==> src/rtl/core/bli_pkg.sv <==
package bli_pkg;

  localparam int unsigned DefCapacity = 16;

  localparam int unsigned KindW = 2;
  localparam int unsigned PosW = 16;
  localparam int unsigned DataW = 32;
  localparam int unsigned CountOutW = 5;

  localparam logic [KindW-1:0] KindInsert = 2'd0;
  localparam logic [KindW-1:0] KindRemove = 2'd1;
  localparam logic [KindW-1:0] KindRead = 2'd2;
  localparam logic [KindW-1:0] KindReverse = 2'd3;

  typedef enum logic [1:0] {
    CellHold,
    CellLeft,
    CellRight,
    CellLoad
  } cell_op_e;

  typedef logic signed [DataW-1:0] data_t;

endpackage

==> src/rtl/core/bounded_indexed_list.sv <==
// A request is accepted only in the idle state, then passes through a selection state
// and a finish state before the next one is taken. The read selection across the row of
// cells is two-level and registered; a waiting result delays only the finish step.
// Reset empties the list and clears the reversal flag; cell contents stay undefined
// until written. No clearing pass is needed.
module bounded_indexed_list #(
  parameter int unsigned Capacity = bli_pkg::DefCapacity
) (
  input  logic                                 clk_i,
  input  logic                                 rst_ni,
  input  logic                                 in_valid_i,
  output logic                                 in_ready_o,
  input  logic [bli_pkg::KindW-1:0]            kind_i,
  input  logic signed [bli_pkg::PosW-1:0]      position_i,
  input  logic signed [bli_pkg::DataW-1:0]     value_i,
  output logic                                 out_valid_o,
  input  logic                                 out_ready_i,
  output logic signed [bli_pkg::DataW-1:0]     result_value_o,
  output logic                                 error_o,
  output logic [bli_pkg::CountOutW-1:0]        entry_count_o
);
  import bli_pkg::*;

  localparam int unsigned CntW = $clog2(Capacity + 1);
  localparam int unsigned IdxW = $clog2(Capacity);
  localparam int unsigned GBits = (IdxW >= 4) ? 4 : IdxW;
  localparam int unsigned NGW = (IdxW > GBits) ? (IdxW - GBits) : 1;
  localparam int unsigned SelW = NGW + GBits;
  localparam int unsigned PadDepth = 1 << SelW;

  localparam logic [1:0] StIdle = 2'd0;
  localparam logic [1:0] StSel = 2'd1;
  localparam logic [1:0] StFin = 2'd2;

  logic [1:0]      state_q, state_d;
  logic [CntW-1:0] count_q, count_d;
  logic            rev_q, rev_d;
  logic            out_valid_q;

  logic [KindW-1:0] kind_q;
  logic [IdxW-1:0]  pos_q;
  data_t            value_q;
  logic             err_q;
  data_t            result_q;
  logic             error_q;
  logic [CountOutW-1:0] cnt_out_q;

  logic in_fire, fin_go;
  assign in_ready_o = (state_q == StIdle);
  assign in_fire = in_valid_i && in_ready_o;
  assign fin_go = (state_q == StFin) && (!out_valid_q || out_ready_i);

  // Position clamping and mapping to a physical cell, taking the reversal flag into account.
  logic signed [PosW:0] pos_ext, cnt_ext;
  logic [CntW-1:0] lidx, phys;
  logic            is_ins, err_in;

  always_comb begin
    is_ins = (kind_i == KindInsert);
    pos_ext = {position_i[PosW-1], position_i};
    cnt_ext = signed'({{(PosW + 1 - CntW){1'b0}}, count_q});
    if (pos_ext <= 0) begin
      lidx = '0;
    end else if (pos_ext >= cnt_ext) begin
      lidx = is_ins ? count_q : count_q - CntW'(1);
    end else begin
      lidx = position_i[CntW-1:0];
    end
    if (!rev_q) begin
      phys = lidx;
    end else if (is_ins) begin
      phys = count_q - lidx;
    end else begin
      phys = count_q - lidx - CntW'(1);
    end
    unique case (kind_i)
      KindInsert:  err_in = (count_q == CntW'(Capacity));
      KindRemove:  err_in = (count_q == '0);
      KindRead:    err_in = (count_q == '0);
      KindReverse: err_in = 1'b0;
      default:     err_in = 1'b0;
    endcase
  end

  data_t     cells_w [Capacity];
  data_t     sel_in [PadDepth];
  cell_op_e  cell_op [Capacity];
  data_t     sel_data;

  always_comb begin
    for (int i = 0; i < Capacity; i++) begin
      cell_op[i] = CellHold;
      if (fin_go && !err_q) begin
        if (kind_q == KindInsert) begin
          if (IdxW'(i) > pos_q) begin
            cell_op[i] = CellLeft;
          end else if (IdxW'(i) == pos_q) begin
            cell_op[i] = CellLoad;
          end
        end else if (kind_q == KindRemove) begin
          if (IdxW'(i) >= pos_q) begin
            cell_op[i] = CellRight;
          end
        end
      end
    end
  end

  for (genvar i = 0; i < Capacity; i++) begin : g_cell
    data_t left_w, right_w;
    if (i == 0) begin : g_first
      assign left_w = '0;
    end else begin : g_mid_l
      assign left_w = cells_w[i-1];
    end
    if (i == Capacity - 1) begin : g_last
      assign right_w = '0;
    end else begin : g_mid_r
      assign right_w = cells_w[i+1];
    end
    bli_cell u_cell (
      .clk_i   (clk_i),
      .op_i    (cell_op[i]),
      .left_i  (left_w),
      .right_i (right_w),
      .load_i  (value_q),
      .data_o  (cells_w[i])
    );
  end

  for (genvar i = 0; i < PadDepth; i++) begin : g_pad
    if (i < Capacity) begin : g_real
      assign sel_in[i] = cells_w[i];
    end else begin : g_zero
      assign sel_in[i] = '0;
    end
  end

  bli_sel #(
    .GBits (GBits),
    .NGW   (NGW)
  ) u_sel (
    .clk_i   (clk_i),
    .cells_i (sel_in),
    .idx_i   (SelW'(pos_q)),
    .data_o  (sel_data)
  );

  always_comb begin
    state_d = state_q;
    count_d = count_q;
    rev_d = rev_q;
    unique case (state_q)
      StIdle: begin
        if (in_fire) begin
          state_d = StSel;
        end
      end
      StSel: begin
        state_d = StFin;
      end
      StFin: begin
        if (fin_go) begin
          state_d = StIdle;
          if (!err_q) begin
            if (kind_q == KindInsert) begin
              count_d = count_q + CntW'(1);
            end else if (kind_q == KindRemove) begin
              count_d = count_q - CntW'(1);
            end else if (kind_q == KindReverse) begin
              rev_d = !rev_q;
            end
          end
        end
      end
      default: state_d = StIdle;
    endcase
  end

  logic [CntW+CountOutW-1:0] cnt_wide;
  assign cnt_wide = {{CountOutW{1'b0}}, count_d};

  always_ff @(posedge clk_i or negedge rst_ni) begin
    if (!rst_ni) begin
      state_q <= StIdle;
      count_q <= '0;
      rev_q <= 1'b0;
      out_valid_q <= 1'b0;
    end else begin
      state_q <= state_d;
      count_q <= count_d;
      rev_q <= rev_d;
      if (fin_go) begin
        out_valid_q <= 1'b1;
      end else if (out_ready_i) begin
        out_valid_q <= 1'b0;
      end
    end
  end

  always_ff @(posedge clk_i) begin
    if (in_fire) begin
      kind_q <= kind_i;
      pos_q <= phys[IdxW-1:0];
      value_q <= value_i;
      err_q <= err_in;
    end
    if (fin_go) begin
      if (!err_q && (kind_q == KindRemove || kind_q == KindRead)) begin
        result_q <= sel_data;
      end else begin
        result_q <= '0;
      end
      error_q <= err_q;
      cnt_out_q <= cnt_wide[CountOutW-1:0];
    end
  end

  assign out_valid_o = out_valid_q;
  assign result_value_o = result_q;
  assign error_o = error_q;
  assign entry_count_o = cnt_out_q;

endmodule

==> src/rtl/core/bli_cell.sv <==
module bli_cell (
  input  logic             clk_i,
  input  bli_pkg::cell_op_e op_i,
  input  bli_pkg::data_t   left_i,
  input  bli_pkg::data_t   right_i,
  input  bli_pkg::data_t   load_i,
  output bli_pkg::data_t   data_o
);
  import bli_pkg::*;

  data_t data_q;
  data_t data_d;

  always_comb begin
    unique case (op_i)
      CellHold:  data_d = data_q;
      CellLeft:  data_d = left_i;
      CellRight: data_d = right_i;
      CellLoad:  data_d = load_i;
      default:   data_d = data_q;
    endcase
  end

  always_ff @(posedge clk_i) begin
    data_q <= data_d;
  end

  assign data_o = data_q;

endmodule

==> src/rtl/core/bli_sel.sv <==
module bli_sel #(
  parameter int unsigned GBits = 4,
  parameter int unsigned NGW = 1
) (
  input  logic                   clk_i,
  input  bli_pkg::data_t         cells_i [1 << (NGW + GBits)],
  input  logic [NGW+GBits-1:0]   idx_i,
  output bli_pkg::data_t         data_o
);
  import bli_pkg::*;

  localparam int unsigned NG = 1 << NGW;

  data_t grp_q [NG];

  logic [GBits-1:0] off;
  logic [NGW-1:0]   grp;

  assign off = idx_i[GBits-1:0];
  assign grp = idx_i[NGW+GBits-1:GBits];

  always_ff @(posedge clk_i) begin
    for (int g = 0; g < NG; g++) begin
      grp_q[g] <= cells_i[{NGW'(g), off}];
    end
  end

  assign data_o = grp_q[grp];

endmodule

==> config.mk <==
export PLATFORM = sky130hd
export DESIGN_NAME = bounded_indexed_list
export DESIGN_NICKNAME = d
export VERILOG_FILES = /design/src/rtl/core/bli_pkg.sv /design/src/rtl/core/bounded_indexed_list.sv /design/src/rtl/core/bli_cell.sv /design/src/rtl/core/bli_sel.sv
export SDC_FILE = /design/constraint.sdc
export NUM_CORES = 1
export LEC_CHECK = 0
export BUFFER_PORTS_ARGS = -buffer_cell sky130_fd_sc_hd__buf_2
export CAP_MARGIN = 20
export CORE_ASPECT_RATIO = 1.75
export CORE_MARGIN = 1
export CORE_UTILIZATION = 30
export DETAILED_ROUTE_END_ITERATION = 6
export HOLD_SLACK_MARGIN = 0.06
export PLACE_DENSITY = 0.44
export SYNTH_ARGS = -nofsm -noshare
export SYNTH_HDL_FRONTEND = slang
export SYNTH_SLANG_ARGS = --single-unit
==> constraint.sdc <==
create_clock -name clk_i -period 8.73 [get_ports clk_i]
set_clock_uncertainty 0.1 [all_clocks]
set_input_delay 0.873 -clock clk_i [delete_from_list [all_inputs] [get_ports clk_i]]
set_output_delay 0.873 -clock clk_i [all_outputs]
set_load 0.03 [all_outputs]
==> summary.md, run 1 <==
| Metric | Value |
|---|---|
| WL per Instance | 30.0 um |
| Outcome | complete, no violations |
| Core area | about 110000 um2 |
| Most used cell, CP | buf_4 |
| Critical Path Max Stage Delay | between 900 and 1000 ps |
| Port bufs | 93 |
| CP Capture Type | register |
| Leak Pwr | 13.9 nW |
| Slowest-stage cell, CP | or4b_4 |
| Slew Limit Headroom | 27.0% |
| Hold Buf Count CTS | 1 |
| Num CTS Buffers | between 60 and 70 |
| Synth warn | 0 |
| Syn_area_per_cell | 12.5 um2 |
| Largest buffer count on any clock path | 3 |
| Residual DRC count | 0 |
| Postcts setup bufs | 0 |
| GRT overflow | 0 |
| Asr flop ratio synth | roughly 1.4% |
| Initial Utilization | 30.2% |
| Req. time, crit path | slightly below 9000 ps |
| Final min period | 4720 ps |
| Cell Chain, Critical Path | inv_1 > ha_4 > buf_4 > o21ai_2 > inv_2 > buf_4 > or4b_4 > o31ai_4 > buf_4 |
| Layout cells sized above 1 | 18.1% |
| Crit-path leading delay family | buffers and inverters |
| Yosys reg bits | 630 |
| Most used DFF post-synth | edfxtp_1 |
| Fmax | 0.212 GHz |
| Synthesized cell area | 33200 um2 |
| Via count | 23906 |
| Avg Vias per Cell | 5.77 |
| Final setup TNS | 0 ps |
| Commonest non-fill, non-tap cell in the layout | edfxtp_1 |
| Top cells by area, synth | edfxtp_1, mux4_2, mux2i_1, a21oi_1, nand2_1 |
| Clock Latency Late Sink | 650 ps |
| Largest net degree at the start of global routing | around 100 |
| Die area | 112000 um2 |
| Die height | 442 um |
| Post-synth EDFFs | 589 |
| Placement row count | 161 |
| Power per cell area | 245 nW/um2 |
| Die span in x | 253 um |
| Seq/Total Area, Yosys | 55.9% |
| All-layer global routing usage | 22.3% |
| Dpl hpwl | 72300 um |
| Max cap viols | 0 |
| Initial antenna violation count | 0 |
| RSZ-0062 raised after global routing | false |
| Post-Route WL | 125000 um |
| Resized cells post-CTS | 0 |
| CP Launch Type | register |
| Gpl congestion | 0.805 |
| Netlist cell types | between 60 and 70 |
| Kind of critical path | register to register |
| Final period util | a little over half |
| Pwr Total | 9.18 mW |
| Commonest non-fill, non-tap cells in the layout | edfxtp_1, nand2_1, a21oi_1 |
| First-pass GRT wire length | 179000 um |
| Antenna-violating nets left | 0 |
| Worst-path fanout max | 65 |
| Hold Path Class | input port to register |
| Syn nets | 2725 |
| Peak VDD IR | approximately 160 uV |
| Vias in the first global route | around 25000 |
| Area leader, netlist | edfxtp_1 |
| Root buf cell | clkbuf_16 |
| CP Buf/Inv Count | 5 |
| Final Hold Fails | 0 |
| H-tree Lvls | 3 |
| Post-synth top area share | between 50% and 60% |
| Placed insts | approximately 4000 |
| Arrival time worst endpoint | 4910 ps |
| Post-Synthesis Cells | 2655 |
| Final Non-Filler Cells | about 4100 |
| DRT Pass-1 Iters | 6 |
| Max-slew violations | 0 |
| Area Overhead vs Synth | 12.7% |
| Clock transition at path regs | approximately 70 ps |
| Layout Nets | 2700 |
| # clock sinks | 630 |
| Tightest Pin Transition | 1090 ps |
| CTS tree | yes |
| Final setup violation count | 0 |
| Initial DRC count | 2070 |
| Fin util | ~34% |
| # IOs | 94 |
-- registers in the layout, summed over array words and instances, names as in the netlist, 4 cells and up --
register              count
pos_q                     4
result_value_o           32
value_q                  32
u_sel.grp_q              32
g_cell.u_cell.data_o    512
count_q                   5
entry_count_o             5
-- cells in the mapped netlist, types with 3 or more instances --
master / count
a21o_1: 64
or2_2: 5
nand2b_1: 8
and2_1: 69
nand2_1: 312
nor2b_1: 6
buf_4: 4
edfxtp_1: 589
mux2i_1: 166
and3_1: 3
dfxtp_1: 32
mux4_2: 160
inv_1: 44
o21ai_1: 10
nor3_1: 5
xnor2_1: 10
a31oi_1: 5
ha_1: 15
a21oi_1: 263
or4b_1: 3
clkbuf_1: 169
nor3b_2: 17
a222oi_1: 32
buf_6: 6
nor3b_1: 17
o21ai_0: 193
dfrtp_1: 9
a221o_1: 64
nor4_1: 3
o31ai_1: 3
nand3b_1: 4
buf_1: 20
nand4_1: 3
nor4b_2: 4
buf_2: 52
nor2_1: 148
nand3_1: 10
a22o_1: 96
-- path summary, 6_finish.rpt --
check / startpoint / endpoint / depth (start not counted) / slack, ps
max: kind_q[0]$_DFFE_PP_ / g_cell[4].u_cell.data_o[15]$_DFFE_PP_ / 9 / 4010
min: value_i[9] / value_q[9]$_DFFE_PP_ / 1 / 300
max reg2reg: kind_q[0]$_DFFE_PP_ / g_cell[4].u_cell.data_o[15]$_DFFE_PP_ / 9 / 4010
min reg2reg: u_sel.grp_q[0][13]$_DFF_P_ / result_value_o[13]$_SDFFCE_PN0P_ / 1 / 400
max in group asynchronous: rst_ni / state_q[1]$_DFFE_PN0P_ / 2 / 7780
min in group asynchronous: rst_ni / count_q[0]$_DFF_PN0_ / 2 / 550
-- logic make-up (layout without fill, tap and decap cells) --
family / count (synthesis) / after routing / share of synthesized area [%]
compound gates: 746 / 746 / 14.5
flops: 630 / 630 / 55.9
simple gates: 629 / 629 / 9.07
mux: 326 / 326 / 15.9
buf+inv: 296 / 319 / 3.73
fa+ha+maj: 16 / 16 / 0.626
xor+xnor: 12 / 12 / 0.317
other cells: 0 / 1 / 0
-- power breakdown --
part	leakage [nW]	total, mW	internal [mW]	switching (mW)
logic	7.06	2.32	0.910	1.41
clock network	1.04	2.93	1.66	1.27
registers	5.81	3.92	3.69	0.230
total	13.9	9.18	6.26	2.92
-- layer usage --
| metal | GRT usage, % | wire [um] | share of wire, % | up-vias |
|---|---|---|---|---|
| li1 | - | - | - | 10171 |
| met4 | 11.3 | 6870 | 5.5 | 0 |
| met5 | 0 | 0 | 0 | - |
| met1 | 24.9 | 45000 | 36 | 12407 |
| met3 | 3.13 | 6540 | 5.2 | 293 |
| met2 | 40.6 | 66100 | 53 | 1035 |
-- cell type report --
class	instances	area, um2
Fill cell	10743	72400
Clock inverter	20	228
Inverter	45	169
Timing Repair Buffer	157	977
Clock buffer	97	1900
Antenna cell	1	2.50
Sequential cell	630	18600
Tap cell	1467	1840
Multi-Input combinational cell	1729	13700
-- worst register-to-register path: cells and delay by family, from the launching register on --
kind,cells,cell delay [ps]
fa+ha+maj,1,440
flops,1,420
buf+inv,5,1880
simple gates,1,990
compound gates,2,480
-- through the flow --
step | setup WS [ps] | hold slack, ps | instance area [um2]
3_5_place_dp | 3960 | 387 | 35200
2_1_floorplan | 2800 | 379 | 33200
6_report | 4010 | 300 | 37400
4_1_cts | 3960 | 247 | 37400
5_1_grt | 3930 | 265 | 37400
3_3_place_gp | 4020 | 386 | 35200
No activity file was read; power rests on OpenSTA's default activity.
==> run 2: changes to the inputs <==
--- a/config.mk
+++ b/config.mk
@@ -12,7 +12,7 @@
 export CORE_UTILIZATION = 30
 export DETAILED_ROUTE_END_ITERATION = 6
 export HOLD_SLACK_MARGIN = 0.06
-export PLACE_DENSITY = 0.44
+export PLACE_DENSITY = 0.46
 export SYNTH_ARGS = -nofsm -noshare
 export SYNTH_HDL_FRONTEND = slang
 export SYNTH_SLANG_ARGS = --single-unit
==> constraint.sdc (replaced) <==
create_clock -name clk_i -period 4.05 [get_ports clk_i]
set_clock_uncertainty 0.1 [all_clocks]
set_input_delay 0.405 -clock clk_i [delete_from_list [all_inputs] [get_ports clk_i]]
set_output_delay 0.405 -clock clk_i [all_outputs]
set_load 0.03 [all_outputs]
==> run 2 against run 1 <==
The flow now finishes with violations (DRC). Register-to-register slack worse by 3700 ps. Die area unchanged. Cell count up 2.0%. Count of clock-buffer cells in the layout down 5. Fmax up 26%. Clock power up 120%. Cell area up 2.9%. Total power up 120%. Largest power group unchanged.
==> summary.md, run 2 (synthesis results as in run 1) <==
| Metric | Value |
|---|---|
| GRT overflow | 0 |
| Area post-placement | 35900 um2 |
| Final Non-Filler Cells | 4230 |
| Placed insts | 4070 |
| Clock Latency Late Sink | 660 ps |
| Post-Route WL | 129000 um |
| Vias in the first global route | 25315 |
| # IOs | 94 |
| Outcome | finished with violations |
| Fin util | 35.0% |
| CP Launch Type | register |
| Die span in x | around 250 um |
| First-pass GRT wire length | 185000 um |
| Req. time, crit path | 4340 ps |
| Largest net degree at the start of global routing | 81 |
| Area Overhead vs Synth | 15.9% |
| Postcts setup bufs | 0 |
| CP Capture Type | register |
| Initial Utilization | between 30% and 40% |
| Hold Path Class | input port to register |
| Clock transition at path regs | 60 ps |
| Tightest Pin Transition | roughly 1200 ps |
| Leak Pwr | 14.4 nW |
| Slowest-stage cell, CP | fa_1 |
| Most used cell, CP | o21ai_0 |
| Slew Limit Headroom | 22.8% |
| Layout cells sized above 1 | 19.2% |
| Gpl congestion | 0.833 |
| Initial DRC count | between 2000 and 2500 |
| Cell Chain, Critical Path | inv_1 > ha_1 > o21ai_0 > o21ai_0 > a21oi_1 > buf_4 > mux2i_2 > nor2_1 > fa_1 > nand2_1 > or4_1 > a211oi_1 > nand3b_1 > xor2_1 |
| All-layer global routing usage | 23.0% |
| Fin worst setup slack | just under 300 ps |
| Residual DRC count | 4 |
| Core area | 110000 um2 |
| Reg-to-reg slack, setup | 300 ps |
| Place WS | roughly 140 ps |
| CTS tree | yes |
| Num CTS Buffers | 67 |
| Placement row count | 161 |
| Root buf cell | clkbuf_16 |
| # clock sinks | 630 |
| Final setup TNS | 0 ps |
| Commonest non-fill, non-tap cells in the layout | edfxtp_1, nand2_1, a21oi_1 |
| Initial antenna violation count | 1 |
| Final min period | 3750 ps |
| Max cap viols | 0 |
| Commonest non-fill, non-tap cell in the layout | edfxtp_1 |
| H-tree Lvls | 3 |
| Largest buffer count on any clock path | 3 |
| Final Hold Fails | 0 |
| Failing checks | DRC |
| FILL cells | 10653 |
| Avg Vias per Cell | 5.79 |
| Die area | 112000 um2 |
| Worst-path fanout max | 5 |
| Via count | 24477 |
| Final period util | 92.6% |
| Layout Nets | 2780 |
| Kind of critical path | register to register |
| Max reg flops | 512 |
| Power per cell area | 521 nW/um2 |
| Critical Path Max Stage Delay | just under 600 ps |
| Max-slew violations | 0 |
| Pwr Total | 20.0 mW |
| Dpl hpwl | 75700 um |
| Arrival time worst endpoint | 4040 ps |
| WL per Instance | around 30 um |
| Final setup violation count | 0 |
| Peak VDD IR | 309 uV |
| Antenna-violating nets left | 0 |
| Design Area, Final | a little under 40000 um2 |
| Hold slack final | 150 ps |
| DRT Pass-1 Iters | 7 |
| RSZ-0062 raised after global routing | false |
| Port bufs | 93 |
| Fmax | 0.267 GHz |
| Die height | 442 um |
==> run 2: cell types whose count changed in the layout (fill, tap and decap cells not counted), moves of 2 or more <==
cell / before / now
dlygate4sd3_1: 1 / 38
buf_12: 2 / 30
buf_4: 60 / 76
clkinv_1: 7 / 13
clkbuf_1: 21 / 16
clkbuf_16: 69 / 71
clkbuf_8: 7 / 5
inv_8: 0 / 2
nand3_2: 1 / 3
nand3_4: 4 / 2
==> run 2: final cells by class <==
| cell class | count | area [um2] | area share [%] |
|---|---|---|---|
| Sequential cell | 630 | 18600 | 48.2 |
| Multi-Input combinational cell | 1729 | 13700 | 35.7 |
| Timing Repair Buffer | 237 | 2020 | 5.24 |
| Clock buffer | 92 | 1910 | 4.95 |
| Tap cell | 1467 | 1840 | 4.77 |
| Clock inverter | 28 | 246 | 0.641 |
| Inverter | 45 | 169 | 0.439 |
| Antenna cell | 2 | 5.00 | 0.0130 |
==> run 2: what timing repair did <==
item,in CTS,in global routing
setup endpoints to repair,0,1
resized for setup,0,1
endpoints found under the hold margin,46,0
hold buffers,38,0
==> run 2: metal layers <==
layer  part of all wire (%)  routed length [um]  up-vias  track usage, %
li1                       -                   -    10335               -
met1                     36               46800    12794            26.0
met2                     53               68800     1042            42.1
met3                    5.3                6750      306            2.83
met4                    4.8                6190        0            11.0
met5                      0                   0        -               0
==> run 2: path summary, 6_finish.rpt <==
| path | startpoint | end | depth (start not counted) |
|---|---|---|---|
| max | count_q[2]$_DFF_PN0_ | pos_q[3]$_DFFE_PP_ | 14 |
| min | position_i[1] | pos_q[1]$_DFFE_PP_ | 3 |
| max reg2reg | count_q[2]$_DFF_PN0_ | pos_q[3]$_DFFE_PP_ | 14 |
| min reg2reg | u_sel.grp_q[0][21]$_DFF_P_ | result_value_o[21]$_SDFFCE_PN0P_ | 1 |
| max in group asynchronous | rst_ni | count_q[0]$_DFF_PN0_ | 3 |
| min in group asynchronous | rst_ni | count_q[2]$_DFF_PN0_ | 3 |
==> run 2: worst max-delay path, delay by kind of cell, from the launching register on <==
family | cells | cell delay [ps]
adder cells (fa/ha/maj) | 2 | 840
AND/OR/NAND/NOR | 4 | 760
AO/OA/AOI/OAI | 4 | 660
flip-flops | 1 | 420
buffers and inverters | 2 | 370
multiplexers | 1 | 260
XOR/XNOR | 1 | 80
==> run 2: report_power, final <==
group	total, mW	internal [mW]	switching, mW
Sequential	8.52	7.95	0.569
Clock	6.36	3.56	2.81
Combinational	5.14	2.11	3.03
Total	20.0	13.6	6.40
